### src/rtl/gcrf_pkg.sv
package gcrf_pkg;

	localparam int LAT_W      = 24;
	localparam int LON_W      = 25;
	localparam int RANGE_W    = 14;
	localparam int DIST_W     = 22;
	localparam int CFG_IDX_W  = 2;
	localparam int CFG_DATA_W = 25;
	localparam int ANG_W      = 26;
	localparam int COS_W      = 32;
	localparam int HAV_W      = 31;
	localparam int ROOT_W     = 31;
	localparam int Z_W        = 23;
	localparam int STEPS      = 23;
	localparam int SQRT_STEPS = 31;

	localparam logic [CFG_IDX_W-1:0] CFG_ORIGIN_LAT  = 2'd0;
	localparam logic [CFG_IDX_W-1:0] CFG_ORIGIN_LON  = 2'd1;
	localparam logic [CFG_IDX_W-1:0] CFG_RANGE_MILES = 2'd2;

	localparam logic signed [32:0] CORDIC_K  = 33'sd652032874;
	localparam logic signed [32:0] Q_ONE     = 33'sd1073741824;
	localparam logic [26:0]        TURN_Q16  = 27'd23592960;
	localparam logic [26:0]        HALF_Q16  = 27'd11796480;
	localparam logic [26:0]        QUART_Q16 = 27'd5898240;
	localparam logic [23:0]        DIST_SCALE = 24'd9056759;
	localparam logic [DIST_W-1:0]  DIST_MAX  = 22'd3183872;

	function automatic logic [Z_W-1:0] atan_q16(input int i);
		case (i)
			0:  return 23'd2949120;
			1:  return 23'd1740967;
			2:  return 23'd919879;
			3:  return 23'd466945;
			4:  return 23'd234379;
			5:  return 23'd117305;
			6:  return 23'd58666;
			7:  return 23'd29335;
			8:  return 23'd14668;
			9:  return 23'd7334;
			10: return 23'd3667;
			11: return 23'd1833;
			12: return 23'd917;
			13: return 23'd458;
			14: return 23'd229;
			15: return 23'd115;
			16: return 23'd57;
			17: return 23'd29;
			18: return 23'd14;
			19: return 23'd7;
			20: return 23'd4;
			21: return 23'd2;
			22: return 23'd1;
			default: return 23'd0;
		endcase
	endfunction

endpackage

### src/rtl/gcrf_isqrt.sv
module gcrf_isqrt (
	input  logic                          clk,
	input  logic                          arst_n,
	input  logic                          en,
	input  logic                          in_vld,
	input  logic                          in_tag,
	input  logic [gcrf_pkg::HAV_W-1:0]    op,
	output logic                          out_vld,
	output logic                          out_tag,
	output logic [gcrf_pkg::ROOT_W-1:0]   root
);
	import gcrf_pkg::*;

	logic [60:0] rem_s [0:SQRT_STEPS];
	logic [60:0] res_s [0:SQRT_STEPS];
	logic        t_s   [0:SQRT_STEPS];
	logic        v_s   [0:SQRT_STEPS];

	// root of op * 2^30, one result bit a stage
	assign rem_s[0] = {op, 30'b0};
	assign res_s[0] = '0;
	assign t_s[0]   = in_tag;
	assign v_s[0]   = in_vld;

	for (genvar j = 0; j < SQRT_STEPS; j++) begin : g_step
		localparam logic [60:0] BIT = 61'(1) << (60 - 2 * j);
		logic [61:0] t;

		assign t = {1'b0, res_s[j]} + {1'b0, BIT};

		always_ff @(posedge clk or negedge arst_n) begin
			if (!arst_n)
				v_s[j+1] <= 1'b0;
			else if (en)
				v_s[j+1] <= v_s[j];
		end

		always_ff @(posedge clk) begin
			if (en) begin
				t_s[j+1] <= t_s[j];
				if ({1'b0, rem_s[j]} >= t) begin
					rem_s[j+1] <= rem_s[j] - t[60:0];
					res_s[j+1] <= (res_s[j] >> 1) + BIT;
				end else begin
					rem_s[j+1] <= rem_s[j];
					res_s[j+1] <= res_s[j] >> 1;
				end
			end
		end
	end

	assign out_vld = v_s[SQRT_STEPS];
	assign out_tag = t_s[SQRT_STEPS];
	assign root    = res_s[SQRT_STEPS][ROOT_W-1:0];
endmodule

### config.mk
export PLATFORM = sky130hd
export DESIGN_NAME = gcrf_isqrt
export DESIGN_NICKNAME = d
export VERILOG_FILES = /design/src/rtl/gcrf_pkg.sv /design/src/rtl/gcrf_isqrt.sv
export SDC_FILE = /design/constraint.sdc
export NUM_CORES = 2
export LEC_CHECK = 0
export BUFFER_PORTS_ARGS = -buffer_cell sky130_fd_sc_hd__buf_2
export CORE_ASPECT_RATIO = 2
export CORE_UTILIZATION = 60
export CTS_BUF_LIST = sky130_fd_sc_hd__clkbuf_4 sky130_fd_sc_hd__clkbuf_8
export CTS_CLUSTER_DIAMETER = 80
export DETAILED_ROUTE_END_ITERATION = 10
export HOLD_SLACK_MARGIN = 0.02
export PLACE_DENSITY = 0.8
export SETUP_SLACK_MARGIN = 0.1
export SYNTH_ARGS = -nofsm -noshare
export SYNTH_HDL_FRONTEND = slang
export SYNTH_SLANG_ARGS = --single-unit
export TNS_END_PERCENT = 20
### constraint.sdc
create_clock -name clk -period 4 [get_ports clk]
set_input_delay 0.8 -clock clk [delete_from_list [all_inputs] [get_ports clk]]
set_output_delay 0.8 -clock clk [all_outputs]
set_load 0.02 [all_outputs]
==> results.cfg <==
[status]
run_status = complete, no violations

[sta]
hold_slack_ps = 95.5
final.setup_skew_ps = 119
fin_crit_sh_pct = 95.8
slew_headroom_pct = 12.9
worst_pin_slew_ps = 1290
fmax_ghz = 0.261
setup_viol = 0
slew_violations = 0
layout_min_cycle_time_ps = 3830
hold_viol = 0
rsz0062_at_grt = true

[cells_and_area]
utilization_pct = 67.1
design_area_um2 = 97700
final_nets = 8519
multi_input_area_um2 = 35200
drive_gt1_share_pct = 10.7
fill_cells = 10300
area_growth_pct = 10.8
regArea_um2 = 50400

[logic_synthesis]
avgSynthCellArea_um2 = 11.6
synth_top_flop_cell = edfxtp_1
synth.distinct_cells = 93
async_flop_share_pct = 1.84
ys_seq_area_share_pct = 57.2
syn_nets = 8116
ys_warn_count = 0
synth_cells = 7571
synth_seq_cells = 1684
synth_edf_count = 1653
syn_area_um2 = 88200

[detailed_routing]
wirelength_um = 210000
wl_met2_um = 125000
met1_length_um = 58500
drtIter0Drc = 3440
drc = 0
drt-pass1-iter-count = 7
top_layer_used = met5
final_antenna_net_count = 0
wl_met3_um = 6930
wl_per_cell_um = 20.9
route.vias.total = 61000
viasPerCell = 6.06

[clocking]
cts_buffers = 231
clock_latency_ps = 960
clock-sinks = 1684
cts.clk_slew.worst_paths_ps = 70
root_buffer = clkbuf_8
cts_tree = yes
clockBufferDepth = 4
cts-htree-levels = 4

[power]
power.density_nw_per_um2 = 548
leakage_nw = 38.4
ir_worst_vdd_mv = 0.435

[hold_path]
hold_path_class = primary input to flip-flop

[grt]
grt_max_degree = 155
grt_pass1_vias = 65300
antenna_found_initial = 3
grt_overflow = 0
grt_pass1_wl_um = 327000
track_usage_pct = 28.3

[critical_path]
cp-end-kind = flip-flop
r2r_slack_ps = 170
cp_max_fo = 7
crit_arrival_ps = 4430
critPathLaunchType = flip-flop
crit_required_ps = 4600
critical_path_class = flip-flop to flip-flop

[place]
dp_hpwl_um = 157000
dpl_cell_area_um2 = 92300
portBuffers = 68
gp_congestion = 1.01

[floorplanning]
die_area_um2 = 149000
num_rows = 198
io_pins = 69
core_region_area_um2 = 146000
initial_core_util_pct = 60.5
die_y_um = 544
die_w_um = 273

[flow_run]
cap_violations = 0
[where the power goes]
part           internal (W)  total (W)  switching (W)
Sequential           0.0230     0.0251        0.00207
Combinational       0.00620     0.0148        0.00865
Clock               0.00708     0.0136        0.00655
[synth_stat cells, types with 32 or more instances]
cell type     n  share of area, %
and2_1       35              0.25
edfxtp_1   1653                56
or3_1        80              0.57
mux2_2       81               1.0
nor2b_1      58              0.41
nor4_1      143               1.0
a31oi_1      48              0.34
inv_1       633               2.7
xnor2_1     367               3.6
nand2_1     541               2.3
nand3_1     125              0.71
o21ai_0     396               2.2
o31ai_1      50              0.43
or4_1        41              0.35
xor2_1      354               3.5
and3_1       40              0.28
or2_2        32              0.23
clkbuf_1    135              0.57
o21bai_1     47              0.40
nor3_1      205               1.2
o21a_1       92              0.78
nor2_1      523               2.2
nand2b_1     89              0.63
nand4_1     103              0.73
a211oi_1     44              0.37
a21oi_1     503               2.9
ha_1        494               7.0
a21o_1      210               1.8
[metrics by stage]
step                      TNS, ps  std cells  setup WS [ps]  power, W
after global placement       -501       9601           -109    0.0392
after detailed placement    -1010       9601           -159    0.0397
final                           0      10100            168    0.0535
after floorplan                 0       7571            204    0.0346
after global routing            0      10100           10.3    0.0559
after CTS                       0      10000           91.4    0.0533
[repair_timing]
item | in CTS | in global routing
hold buffers | 32 | 0
endpoints found under the setup margin | 64 | 205
gates cloned | 0 | 2
resized for setup | 22 | 70
buffers inserted | 0 | 6
endpoints found under the hold margin | 62 | 0
pin swaps | 1 | 15
[cell families (layout without fill, tap and decap cells)]
kind of cell | Yosys count | in the layout | share of synthesized area (%)
other | 1 | 11 | 0.00425
muxes | 100 | 100 | 1.30
adders and majority gates | 509 | 509 | 7.35
AOI/OAI and AO/OA | 1619 | 1619 | 11.5
buffers and inverters | 797 | 1371 | 3.44
xor gates and xnor gates | 721 | 721 | 7.16
DFF | 1684 | 1684 | 57.2
and+or+nand+nor | 2140 | 2140 | 12.1
[placed cells by master (no fill, tap or decap), types with 31 or more instances in the layout]
cell	netlist	final
a211oi_1	44	37
dlygate4sd3_1	0	32
o31ai_1	50	49
nor4_1	143	130
inv_1	633	631
nand4_1	103	103
clkinv_2	0	32
or2_2	32	32
a21oi_1	503	495
nand2b_1	89	88
and2_1	35	33
a31oi_1	48	45
o21a_1	92	92
ha_1	494	492
mux2_2	81	81
clkinv_1	1	58
clkbuf_4	0	55
or3_1	80	79
nand3_1	125	123
buf_2	9	67
buf_4	0	199
nor2_1	523	520
xor2_1	354	354
or4_1	41	40
o21bai_1	47	47
dfrtp_1	31	31
o211ai_1	31	31
nor3_1	205	201
nor2b_1	58	57
xnor2_1	367	367
a21o_1	210	209
o21ai_0	396	389
nand2_1	541	540
clkbuf_8	0	232
edfxtp_1	1653	1653
and3_1	40	40
[layer usage]
| layer | global-route usage, % | vias up |
|---|---|---|
| li1 | - | 28700 |
| met1 | 21.0 | 29400 |
| met2 | 59.7 | 1898 |
| met3 | 3.28 | 943 |
| met4 | 23.9 | 2 |
| met5 | 0 | - |
[cell type report]
cell class              count  share of cell area [%]
clock inverters           117                    1.03
inverters                 638                    2.45
repair buffers            329                    2.81
well taps                1900                    2.43
multi-input cells        5090                    36.0
diodes                     10                  0.0256
flip-flops and latches   1684                    51.6
clock buffers             287                    3.69
[sequential cells by signal (all words and copies together) (netlist names)]
name	cells
out_vld	1
out_tag	1
root	31
t_s	30
rem_s	1126
res_s	465
v_s	30
[critical path, stage by stage, from the launching register on]
cell and delay (ps):
edfxtp_1 390, ha_1 260, fa_2 380, a21o_1 230
a31o_2 300, a2111oi_1 330, o211a_1 310, o31ai_1 140
a22o_1 290, a221oi_2 280, buf_4 240, nand4_1 140
xnor2_1 180
[path summary, 6_finish.rpt]
path	startpoint	endpoint	cells after the start
worst max register to register	rem_s[126]	rem_s[109]	12
worst min-delay path	op[15]	rem_s[1875]	1
worst max-delay path	rem_s[126]	rem_s[109]	12
worst min register to register	t_s[5]	t_s[4]	0
max in group asynchronous	arst_n	v_s[13]	2
min in group asynchronous	arst_n	v_s[27]	2
(Power assumes the default switching activity.)
